--- config.mk ---
export PLATFORM = sky130hd
export DESIGN_NAME = mft_sat_add
export DESIGN_NICKNAME = d
export VERILOG_FILES = /design/src/hw/rtl/max_frequency_tracker_macros.svh /design/src/hw/rtl/mft_pkg.sv /design/src/hw/rtl/mft_sat_add.sv
export SDC_FILE = /design/constraint.sdc
export NUM_CORES = 1
export LEC_CHECK = 0
export ABC_AREA = 1
export BUFFER_PORTS_ARGS = -buffer_cell sky130_fd_sc_hd__buf_2
export CORE_ASPECT_RATIO = 0.9
export CORE_MARGIN = 3
export CORE_UTILIZATION = 50
export DETAILED_ROUTE_END_ITERATION = 10
export MAX_ROUTING_LAYER = met4
export PLACE_DENSITY = 0.8
export SLEW_MARGIN = 5
export SYNTH_ARGS = -nofsm -noshare
export SYNTH_HDL_FRONTEND = slang
export SYNTH_SLANG_ARGS = --single-unit
--- constraint.sdc ---
create_clock -name vclk -period 5.3
set_input_delay 1.59 -clock vclk [all_inputs]
set_output_delay 1.59 -clock vclk [all_outputs]
set_load 0.05 [all_outputs]
--- src/hw/rtl/max_frequency_tracker_macros.svh ---
// Assertion macros for the max_frequency_tracker block.
// Each macro expects a clock named clk and an active-low reset named arst_n in scope.
`ifndef MAX_FREQUENCY_TRACKER_MACROS_SVH
`define MAX_FREQUENCY_TRACKER_MACROS_SVH

// The consequent is checked in the same cycle as the antecedent.
`define MFT_ASSERT_SAME(lbl, ante, cons, msg) \
	lbl: assert property (@(posedge clk) disable iff (!arst_n) (ante) |-> (cons)) \
		else $error(msg);

// The consequent is checked in the cycle after the antecedent.
`define MFT_ASSERT_NEXT(lbl, ante, cons, msg) \
	lbl: assert property (@(posedge clk) disable iff (!arst_n) (ante) |=> (cons)) \
		else $error(msg);

`endif

--- src/hw/rtl/mft_pkg.sv ---
// Package for the max_frequency_tracker block: field widths, default sizes
// and the controller state type. No dependencies.
package mft_pkg;

	localparam int ID_W            = 10;
	localparam int CHANGE_W        = 32;
	localparam int OUT_W           = 40;
	localparam int NUM_IDS_DEF     = 1024;
	localparam int COUNT_BITS_DEF  = 40;

	typedef enum logic [4:0] {
		ST_CLEAR = 5'b00001,
		ST_IDLE  = 5'b00010,
		ST_UPD   = 5'b00100,
		ST_SCAN  = 5'b01000,
		ST_DONE  = 5'b10000
	} state_t;

endpackage

--- src/hw/rtl/mft_sat_add.sv ---
// Saturating count update: adds a signed change to an unsigned count and
// clamps the result to the count range. Depends on mft_pkg.
module mft_sat_add #(
	parameter int COUNT_BITS = mft_pkg::COUNT_BITS_DEF
) (
	input  logic [COUNT_BITS-1:0]              old_count,
	input  logic signed [mft_pkg::CHANGE_W-1:0] change,
	output logic [COUNT_BITS-1:0]              new_count
);

	localparam int SUM_W = (COUNT_BITS > mft_pkg::CHANGE_W) ?
		COUNT_BITS + 2 : mft_pkg::CHANGE_W + 2;

	logic [SUM_W-1:0] old_ext;
	logic [SUM_W-1:0] chg_ext;
	logic [SUM_W-1:0] sum_w;
	logic [SUM_W-1:0] max_ext;
	logic             below;
	logic             above;

	assign old_ext = {{(SUM_W-COUNT_BITS){1'b0}}, old_count};
	assign chg_ext = {{(SUM_W-mft_pkg::CHANGE_W){change[mft_pkg::CHANGE_W-1]}}, change};
	assign max_ext = {{(SUM_W-COUNT_BITS){1'b0}}, {COUNT_BITS{1'b1}}};
	// The sum is wide enough that it never wraps, so its top bit is the sign.
	assign sum_w   = old_ext + chg_ext;
	assign below   = sum_w[SUM_W-1];
	assign above   = !below && (sum_w > max_ext);

	always_comb begin
		if (below) begin
			new_count = '0;
		end else if (above) begin
			new_count = {COUNT_BITS{1'b1}};
		end else begin
			new_count = sum_w[COUNT_BITS-1:0];
		end
	end

endmodule

# Word level (Yosys, flattened, before mapping)
# Index checks and enable logic that the tools add are counted.
[word_totals] word_cells=6 ff_bits=0 output_inout_bits=40 inputBits=72
[op_classes] n_mux=2 n_lt_le_gt_ge=1 add_sub_neg=1 reduce_logical=2
[op_table] op="40-bit 2-to-1 mux" n=2
[op_table] op="41-bit by 32-bit adder with 42-bit output" n=1
[op_table] op="42-bit by 40-bit greater-than comparator with 1-bit output (second input constant)" n=1
[op_table] op="1-bit logical AND" n=1
[op_table] op="1-bit logical NOT" n=1

# Logic depth before layout (Yosys ltp)
# Gate-level depths: netlist of the first run.
[logic_depth] ltp_word=5 ltp_mapped=17 depth_no_buf=15

# Worst setup path before layout of the first run
# OpenSTA, ideal clock, no wires.
[synth_timing] path_type="input to output" from="in old_count[0]" to="out new_count[10]" path_stages=15 required_ns=3.710 n_path_buf=1 setup_slack_ns=-0.208 arrival_ns=3.918 path_cell_list="ha_1 -> inv_1 -> fa_1 -> inv_1 -> nand3_1 -> nand2_1 -> nand2_1 -> nand2_1 -> nand3_2 -> nand3_2 -> nand2_1 -> nand2_2 -> inv_2 -> buf_2 -> a21oi_1"
[synth_between] elab_chain_len=5 word_cells_on_any_way=6 cone_classes="1 x add/sub; 1 x order compare; 2 x mux; 2 x reduce/logical"
[synth_rtl] item="start: declaration" line="mft_sat_add.sv:6" text="input logic [COUNT_BITS-1:0] old_count,"
[synth_rtl] item="41-bit by 32-bit adder with 42-bit output *" line="mft_sat_add.sv:25" text="assign sum_w = old_ext + chg_ext;"
[synth_rtl] item="42-bit by 40-bit greater-than comparator with 1-bit output / 1-bit logical NOT (equally long branches)" line="mft_sat_add.sv:27" text="assign above = !below && (sum_w > max_ext);"
[synth_rtl] item="1-bit logical AND" line="mft_sat_add.sv:27"
[synth_rtl] item="40-bit 2-to-1 mux" line="mft_sat_add.sv:32" text="end else if (above) begin"
[synth_rtl] item="40-bit 2-to-1 mux *" line="mft_sat_add.sv:30" text="if (below) begin"
[synth_rtl] item="end: declaration" line="mft_sat_add.sv:8" text="output logic [COUNT_BITS-1:0] new_count"
# Mark *: on every way between the ends. The rest lies on a longest branch, timed or not.

# Worst setup path after layout of the first run
[layout_timing] from="in old_count[4]" to="out new_count[15]"
# Same word-level chain as after synthesis.

==> metrics.md, run 1 <==
| Metric | Value |
|---|---|
| Sequential cell area fraction in the yosys report | 0 |
| Most instantiated cells after synthesis | 311 x nand2_1, 144 x inv_1, 68 x nor2_1 |
| Vert. Die Dim | 88.5 um |
| Area of the placeable core | 0.00718 sq mm |
| Violated checks | setup timing |
| IO Port Bufs | 112 |
| Via count of the first global-routing pass | 5031 |
| WL/cell | 15.5 um |
| Min-delay src | change[0] |
| Worst-path cell chain | buf_2 -> ha_1 -> nand2_1 -> nand2_1 -> inv_1 -> nand2_1 -> nand2_1 -> nand3b_2 -> nand3_1 -> nand4_1 -> nand2_2 -> inv_2 -> buf_12 -> a21oi_1 -> buf_4 |
| Diode insertion count for antenna repair | 0 |
| Critical path peak fanout | 12 |
| Flip-flop and latch count | 0 |
| Pin count of the biggest net entering global routing | 18 |
| Kind of cell adding the most delay to the critical path | simple AND/OR/NAND/NOR gates |
| IO Pins | 112 |
| Synth Net Count | 881 |
| Crit path launch type | input port |
| Die X | 97.7 um |
| Max IR drop VDD | 0.142 mV |
| Cell type with the largest total area after synthesis | nand2_1 |
| Detailed-route DRC error count | 0 |
| Total detailed-routing wirelength | 15.9 mm |
| Proportion of power drawn by flip-flops and latches | 0 |
| Biggest area contributors in the synthesized netlist | nand2_1 31%, inv_1 14%, ha_1 14%, nor2_1 6.7%, a21oi_1 6.3% |
| HPWL after DPL | 12.7 mm |
| Final Cycle Share | 1.00 |
| Std-Cell Rows | 29 |
| Fraction of synthesized cell area taken by the top area cell type | 0.309 |
| Hold-critical path depth | 4 |
| Initial cell density of the core | 0.527 |
| Final weighted congestion of routability-driven global placement | 1.00 |
| Average via count per standard cell | 5.38 |
| Accumulated negative setup slack | -0.00939 ns |
| Crit path time final | 5.31 ns |
| Violation count after the first detailed-route iteration | 379 |
| Fraction of layout instances using a drive strength above 1 | 0.309 |
| Number of placed instances, taps included | 1018 |
| Dominant combinational cell family by area after synthesis | simple AND/OR/NAND/NOR gates |
| Post-synthesis share of cell area spent on xor and xnor gates | 0.0486 |
| Path type of the worst setup path | in2out |
| Relative contribution of combinational cells to total power | 1.000 |
| Internal power | 0.000337 W |
| DRT Pass-1 Iters | 5 |
| Total net switching power | 0.000595 W |
| Lkg Pwr | 3.16 nW |
| Post-synthesis area per instance | 4.93 sq um |
| First-pass GRT wire length | 23.2 mm |
| Cell with the most instances after synthesis | nand2_1 |
| FILL cells | 605 |
| Worst endpoint data arrival time | 3.72 ns |
| Cell with the most instances on the worst path | nand2_1 |
| Worst min-delay path category | in2out |
| Element type at the critical path end | output port |
| Count of final setup violators | 1 |
| Switching power share of the total | 0.638 |
| Tightest Pin Transition | 0.381 ns |
| Synth Area in Compound Gates | 0.137 |
| Storage element area | 0 sq um |
| Fin worst setup slack | -0.00939 ns |
| Pwr dens | 171 mW/mm^2 |
| Count of maximum capacitance violations | 0 |
| Max Slew Vio Count | 0 |
| Post-layout instance count excluding filler cells | 1023 |
| Clock buffer count | 0 |
| Number of antenna violations at the first check in global routing | 0 |
| Launch point of the critical path | old_count[4] |
| Basic-gate share of the synthesized area counting and, or, nand and nor cells | 0.504 |
| Post-synthesis instance area | 0.00378 sq mm |
| Adder-cell share of the synthesized area | 0.141 |
| Distinct cell type count of the synthesized netlist | 28 |
| Endpoint of the worst hold path | new_count[0] |
| Synth Warn # | 0 |
| Gate count after technology mapping | 767 |
| Outcome | finished, violations left |
| Final antenna-violating net count | 0 |
| Stage delay of the slowest cell on the critical path | 0.38 ns |
| Power share of the clock group | 0 |
| Vias after detailed routing | 5505 |
| Final Core Density | 0.760 |
| Gr ovfl total | 0 |
| Highest clock rate | 188 MHz |
| Global router's overall resource usage | 0.338 |
| Die ar. | 0.00865 sq mm |
| Final hold slack | 3.78 ns |
| Critical path required time | 3.71 ns |
| Slowest CP cell | ha_1 |
| Multiplexer fraction of the synthesized cell area | 0 |
| Number of nets in the final layout | 1046 |
| Area delta synth->final | 44.2% |
| Critical path buffer and inverter count | 5 |
| Max transition margin | 0.746 |
| Hold Fails Final Rpt | 0 |
## placed cells by master (no fill, tap or decap), drive strengths merged
cell type,Yosys,layout
nand3b,3,3
buf,8,167
clkbuf,0,4
ha,41,41
o21bai,5,5
o21ai,7,7
o21a,11,11
clkinv,2,2
and2,1,1
xnor2,19,19
fa,1,1
nand4,6,6
inv,152,152
xor2,2,2
a21oi,62,62
nand2,323,323
nor3,2,2
nand3,41,41
or2,1,1
nor2,80,80
## timing repair
action / in CTS / in global routing
resized for setup: 27 / 99
setup buffers: 0 / 5
pin swaps: 0 / 6
endpoints found under the setup margin: 32 / 40
hold buffers: 0 / 0
## logic make-up (layout without fill, tap and decap cells)
kind of cell / count (synthesis) / after routing
buffers and inverters: 162 / 325
AOI/OAI and AO/OA: 85 / 85
xor gates and xnor gates: 21 / 21
and+or+nand+nor: 457 / 457
adders and majority gates: 42 / 42
## power by group through the flow
stage	clock network [W]	logic (W)	registers, W
2_1_floorplan	0	0.000569	0
3_5_place_dp	0	0.000807	0
6_report	0	0.000932	0
3_3_place_gp	0	0.000793	0
5_1_grt	0	0.000991	0
4_1_cts	0	0.000831	0
## metrics by stage
stage                     total power, W  setup slack (ns)  instance area, sq um
after floorplan                 0.000569            -0.208                  3890
after global placement          0.000793           -0.0300                  4960
after detailed placement        0.000807           -0.0692                  4960
after CTS                       0.000831          0.000756                  5030
after global routing            0.000991           -0.0780                  5460
final                           0.000932          -0.00939                  5460
## tightest hold or removal path, cell delays in order
cell,delay (ns)
buf_2,0.08
ha_1,0.12
o21a_1,0.13
buf_2,0.27
## worst max-delay path by stage
stage          depth (start not counted)  slack (ns)             to
2_1_floorplan                         15       -0.21  new_count[10]
3_3_place_gp                          14       -0.03  new_count[38]
3_5_place_dp                          15       -0.07  new_count[11]
4_1_cts                               14      0.0008  new_count[16]
5_1_grt                               14       -0.08  new_count[15]
6_report                              15      -0.009  new_count[15]
## cell type report
cell class,count,area (sq um),area share
multi-input combinational,605,3560,0.653
timing repair buffer,171,1200,0.220
inverter,154,578,0.106
tap,93,116,0.0213
## routing by layer
metal / vias up / share of wire / track usage / wire length [um]
li1: 2664 / - / - / -
met1: 2440 / 0.41 / 0.433 / 6450
met2: 343 / 0.46 / 0.581 / 7320
met3: 58 / 0.10 / 0.0410 / 1640
met4: 0 / 0.028 / 0.0654 / 451
met5: - / 0 / - / 0
(Power assumes the default switching activity.)
==> run 2, diff against run 1 <==
Clock period 5.3 ns to 5.81 ns, I/O delays scaled along.
==> metrics.md, run 2 (synthesis results as in run 1) <==
| Metric | Value |
|---|---|
| Hold Fails Final Rpt | 0 (unchanged) |
| Final antenna-violating net count | 0 (unchanged) |
| Die X | 97.7 um (unchanged) |
| Max Slew Vio Count | 0 (unchanged) |
| Worst min-delay path category | in2out |
| Worst-path cell chain | buf_2 -> ha_1 -> inv_1 -> fa_1 -> inv_1 -> nand3_1 -> nand2_1 -> nand2_1 -> nand2_2 -> nand3_2 -> nand3_2 -> nand2_1 -> nand2_2 -> inv_2 -> buf_4 -> a21oi_1 -> buf_2 |
| Outcome | complete, no violations |
| IO Pins | 112 (unchanged) |
| Pin count of the biggest net entering global routing | 15 (-3) |
| Relative contribution of combinational cells to total power | 1.000 (about the same) |
| Flip-flop and latch count | 0 (unchanged) |
| Power share of the clock group | 0 (unchanged) |
| Max IR drop VDD | 0.107 mV (-25%) |
| Proportion of power drawn by flip-flops and latches | 0 (unchanged) |
| DRT Pass-1 Iters | 7 (+2) |
| Std-Cell Rows | 29 (unchanged) |
| Global router's overall resource usage | 0.305 (-0.0329) |
| Element type at the critical path end | output port |
| Area of the placeable core | 0.00718 sq mm (unchanged) |
| Switching power share of the total | 0.675 (+0.0370) |
| Fraction of layout instances using a drive strength above 1 | 0.229 (-0.0798) |
| Slowest CP cell | fa_1 |
| Lkg Pwr | 2.94 nW (-7.1%) |
| Max transition margin | 0.678 (-0.0678) |
| Worst Setup EP | new_count[4] |
| Min-delay src | change[0] |
| Critical path peak fanout | 14 (+2) |
| Accumulated negative setup slack | 0 ns (+0.00939 ns) |
| Worst endpoint data arrival time | 3.94 ns (+0.22 ns) |
| Cell with the most instances on the worst path | nand2_1 |
| Area delta synth->final | 25.9% |
| Final weighted congestion of routability-driven global placement | 1.02 (+2.2%) |
| IO Port Bufs | 112 (unchanged) |
| Violation count after the first detailed-route iteration | 384 (+1.3%) |
| Crit path launch type | input port |
| Number of nets in the final layout | 1012 (-3.3%) |
| Number of antenna violations at the first check in global routing | 0 (unchanged) |
| Clock buffer count | 0 (unchanged) |
| Via count of the first global-routing pass | 4521 (-10%) |
| Count of final setup violators | 0 (-1) |
| Internal power | 0.000227 W (-33%) |
| First-pass GRT wire length | 21.1 mm (-8.9%) |
| Vias after detailed routing | 5012 (-9.0%) |
| Pwr dens | 147 mW/mm^2 (-14%) |
| Gr ovfl total | 0 (unchanged) |
| Highest clock rate | 176 MHz |
| Die ar. | 0.00865 sq mm (unchanged) |
| Tightest Pin Transition | 0.478 ns (+0.0967 ns) |
| Total net switching power | 0.000473 W (-21%) |
| Detailed-route DRC error count | 0 (unchanged) |
| Count of maximum capacitance violations | 0 (unchanged) |
| Average via count per standard cell | 5.07 (-5.8%) |
| Launch point of the critical path | old_count[0] |
| Initial cell density of the core | 0.527 (unchanged) |
| Leading cell type in the layout, fill and taps excluded | nand2_1 |
| Critical path required time | 4.07 ns (+0.36 ns) |
| Vert. Die Dim | 88.5 um (unchanged) |
| HPWL after DPL | 11.6 mm (-8.6%) |
| Final Core Density | 0.663 (-0.0968) |
| Stage delay of the slowest cell on the critical path | 0.40 ns (+0.02 ns) |
| Diode insertion count for antenna repair | 0 (unchanged) |
| WL/cell | 13.5 um (-13%) |
| Path type of the worst setup path | in2out |
| Final Cycle Share | 0.978 |
| Crit path time final | 5.68 ns |
| Commonest cells after routing, fill and taps aside | 309 x nand2_1, 144 x inv_1, 98 x buf_2 |
| Total detailed-routing wirelength | 13.4 mm (-16%) |
| Storage element area | 0 sq um (unchanged) |
## run 2: cell count changes in the layout (fill, tap and decap cells not counted), sizes merged
cell	change
buf	-42
clkbuf	+8
## run 2: critical path, delay by kind of cell
| kind | cells | cell delay (ns) |
|---|---|---|
| compound gates | 1 | 0.13 |
| fa+ha+maj | 2 | 0.58 |
| buf+inv | 6 | 0.79 |
| simple gates | 8 | 0.68 |
## run 2: cell type report
cell class	count	area, sq um
repair buffers	137	796
well taps	93	116
fillers	764	2420
inverters	154	581
multi-input cells	605	3270
## run 2: power by group through the flow
| stage | Clock, W | Sequential, W | Combinational, W |
|---|---|---|---|
| 2_1_floorplan | 0 | 0 | 0.000493 |
| 3_3_place_gp | 0 | 0 | 0.000663 |
| 3_5_place_dp | 0 | 0 | 0.000665 |
| 4_1_cts | 0 | 0 | 0.000668 |
| 5_1_grt | 0 | 0 | 0.000758 |
| 6_report | 0 | 0 | 0.000700 |
## run 2: worst min-delay path by stage
stage / endpoint / slack (ns) / cells after the start
after global routing: new_count[0] / 4.05 / 4
after detailed placement: new_count[0] / 4.04 / 4
after global placement: new_count[0] / 4.04 / 4
after floorplan: new_count[0] / 3.87 / 3
final: new_count[0] / 4.05 / 4
after CTS: new_count[0] / 4.05 / 4
## run 2: repair_timing
action / in CTS / in global routing
endpoints found under the setup margin: 0 / 34
buffers inserted: 0 / 0
hold buffers: 0 / 0
resized for setup: 0 / 40
## run 2: routing by layer
layer  GRT usage  vias to the layer above  routed length (um)  part of all wire
met3      0.0181                       22                1150             0.086
met4      0.0579                        0                 303             0.023
li1            -                     2606                   -                 -
met5           -                        -                   0                 0
met1       0.436                     2149                6370              0.48
met2       0.479                      235                5540              0.41
## run 2: metrics by stage
stage                     hold WS (ns)  setup WS, ns  total power [W]  cell area, sq um  instances
after floorplan                   3.87      -0.00364         0.000493              3780        767
after global placement            4.04        0.0740         0.000663              4600        989
after detailed placement          4.04        0.0442         0.000665              4600        989
after CTS                         4.05        0.0279         0.000668              4600        989
after global routing              4.05      -0.00366         0.000758              4760        989
final                             4.05         0.131         0.000700              4760        989
==> run 3, diff against run 2 <==
Settings changed: CORE_ASPECT_RATIO 0.9 to 1.25.
==> metrics.md, run 3 (synthesis results as in run 1) <==
| Metric | Value |
|---|---|
| Count of final setup violators | 0 (unchanged) |
| HPWL after DPL | 11.1 mm (-4.8%) |
| Area of the placeable core | 0.00715 sq mm (-0.52%) |
| Slowest CP cell | fa_1 |
| Hold Fails Final Rpt | 0 (unchanged) |
| Clock buffer count | 0 (unchanged) |
| Flip-flop and latch count | 0 (unchanged) |
| WL/cell | 13.1 um (-3.3%) |
| Number of antenna violations at the first check in global routing | 0 (unchanged) |
| Pin count of the biggest net entering global routing | 30 (+15) |
| Pwr dens | 146 mW/mm^2 (-0.60%) |
| Commonest cells after routing, fill and taps aside | 308 x nand2_1, 144 x inv_1, 102 x buf_2 |
| Final weighted congestion of routability-driven global placement | 0.969 (-5.3%) |
| Fraction of layout instances using a drive strength above 1 | 0.208 (-0.0204) |
| First-pass GRT wire length | 20.4 mm (-3.2%) |
| Average via count per standard cell | 5.03 (-0.79%) |
| Max Slew Vio Count | 0 (unchanged) |
| IO Port Bufs | 112 (unchanged) |
| Violation count after the first detailed-route iteration | 232 (-40%) |
| Global router's overall resource usage | 0.293 (-0.0117) |
| FILL cells | 787 (+3.0%) |
| Count of maximum capacitance violations | 0 (unchanged) |
| Stage delay of the slowest cell on the critical path | 0.37 ns (-0.03 ns) |
| Die ar. | 0.00865 sq mm (about the same) |
| Via count of the first global-routing pass | 4596 (+1.7%) |
| Met1 capacity usage during global routing | 0.336 (-0.100) |
| Max IR drop VDD | 0.105 mV (-1.8%) |
| Area delta synth->final | 20.2% |
| Crit path time final | 5.67 ns (-0.00490 ns) |
| Worst endpoint data arrival time | 3.93 ns (about the same) |
| Std-Cell Rows | 34 (+17%) |
| Initial cell density of the core | 0.529 (+0.00277) |
| Diode insertion count for antenna repair | 0 (unchanged) |
| Cell with the most instances on the worst path | nand2_1 |
| Worst min-delay path category | in2out |
| Worst-path cell chain | buf_2 -> ha_2 -> inv_1 -> fa_1 -> inv_1 -> nand3_1 -> nand2_4 -> nand2_1 -> nand2_1 -> nand3_2 -> nand3_2 -> nand2_1 -> nand2_2 -> buf_4 -> o21a_1 -> buf_2 |
| Detailed-route DRC error count | 0 (unchanged) |
| Vias after detailed routing | 4892 (-2.4%) |
| Kind of cell adding the most delay to the critical path | simple AND/OR/NAND/NOR gates |
| Met3 routing resource usage after global routing | 0.00951 (-0.00862) |
| Fin worst setup slack | 0.135 ns (+0.00490 ns) |
| Vert. Die Dim | 103 um (+17%) |
| Path type of the worst setup path | in2out |
| Most heavily used metal layer in global routing | met2 |
| Total detailed-routing wirelength | 12.7 mm (-4.8%) |
| Critical path required time | 4.07 ns (about the same) |
| Storage element area | 0 sq um (unchanged) |
| Die X | 83.8 um (-14%) |
| Outcome | complete, no violations |
| Max transition margin | 0.663 (-0.0151) |
| RSZ-0062 raised after global routing | false |
| Highest clock rate | 176 MHz (about the same) |
| Crit. path cell count | 16 (-1) |
| Hold-critical path depth | 4 (unchanged) |
| Element type at the critical path end | output port |
| DRT Pass-1 Iters | 5 (-2) |
| Lkg Pwr | 2.87 nW (-2.5%) |
| Number of nets in the final layout | 999 (-1.3%) |
| Crit path launch type | input port |
| Final Cycle Share | 0.977 (about the same) |
| Met2 Use GR | 0.543 (+0.0640) |
| Gr ovfl total | 0 (unchanged) |
| Tightest Pin Transition | 0.500 ns (+0.0224 ns) |
| Leading cell type in the layout, fill and taps excluded | nand2_1 |
| Final antenna-violating net count | 0 (unchanged) |
| Critical path peak fanout | 11 (-3) |
| Critical path buffer and inverter count | 5 (-1) |
| Setup slack at placement | -0.132 ns (-0.176 ns) |
| Number of buffers inserted by post-CTS setup repair | 0 (unchanged) |
| Power Total | 0.000665 W (-5.1%) |
| IO Pins | 112 (unchanged) |
-- run 3: cell count changes in the layout (fill, tap and decap cells not counted), sizes merged --
cell / delta
buf: -10
clkbuf: -3
-- run 3: repair_timing --
item / in CTS / in global routing
pin swaps: 0 / 1
cloned: 0 / 0
gates resized for setup: 3 / 22
endpoints found under the setup margin: 31 / 40
hold buffers: 0 / 0
-- run 3: final timing paths --
check	startpoint	endpoint	slack [ns]
worst max-delay path	old_count[0]	new_count[31]	0.14
worst min-delay path	change[0]	new_count[0]	4.04
-- run 3: where the power goes --
part	switching (W)	internal (W)	total, W	leakage [nW]
clock	0	0	0	0
sequential	0	0	0	0
combinational	0.000462	0.000203	0.000665	2.87
total	0.000462	0.000203	0.000665	2.87
-- run 3: cell type report --
cell class,count,area (sq um),area share
Timing Repair Buffer,124,676,0.149
Tap cell,90,113,0.0248
Inverter,154,588,0.129
Multi-Input combinational cell,605,3170,0.697
-- run 3: worst min-delay path: cells and delay by family --
family          cells  cell delay, ns
fa+ha+maj           1            0.13
buf+inv             2            0.30
compound gates      1            0.12
-- run 3: routing by layer --
| layer | vias up | share of wire |
|---|---|---|
| met1 | 2088 | 0.42 |
| met4 | 0 | 0.045 |
| met5 | - | 0 |
| met3 | 43 | 0.053 |
| met2 | 175 | 0.49 |
| li1 | 2586 | - |
-- run 3: per-stage QoR --
stage	utilization	hold slack (ns)	instances	setup TNS [ns]	instance area [sq um]
4_1_cts	0.628	4.06	973	0	4490
3_5_place_dp	0.627	4.06	973	-3.19	4480
2_1_floorplan	-	3.87	767	-0.0364	3780
3_3_place_gp	0.627	4.05	973	-2.14	4480
6_report	0.636	4.04	973	0	4550
5_1_grt	0.636	4.07	973	0	4550
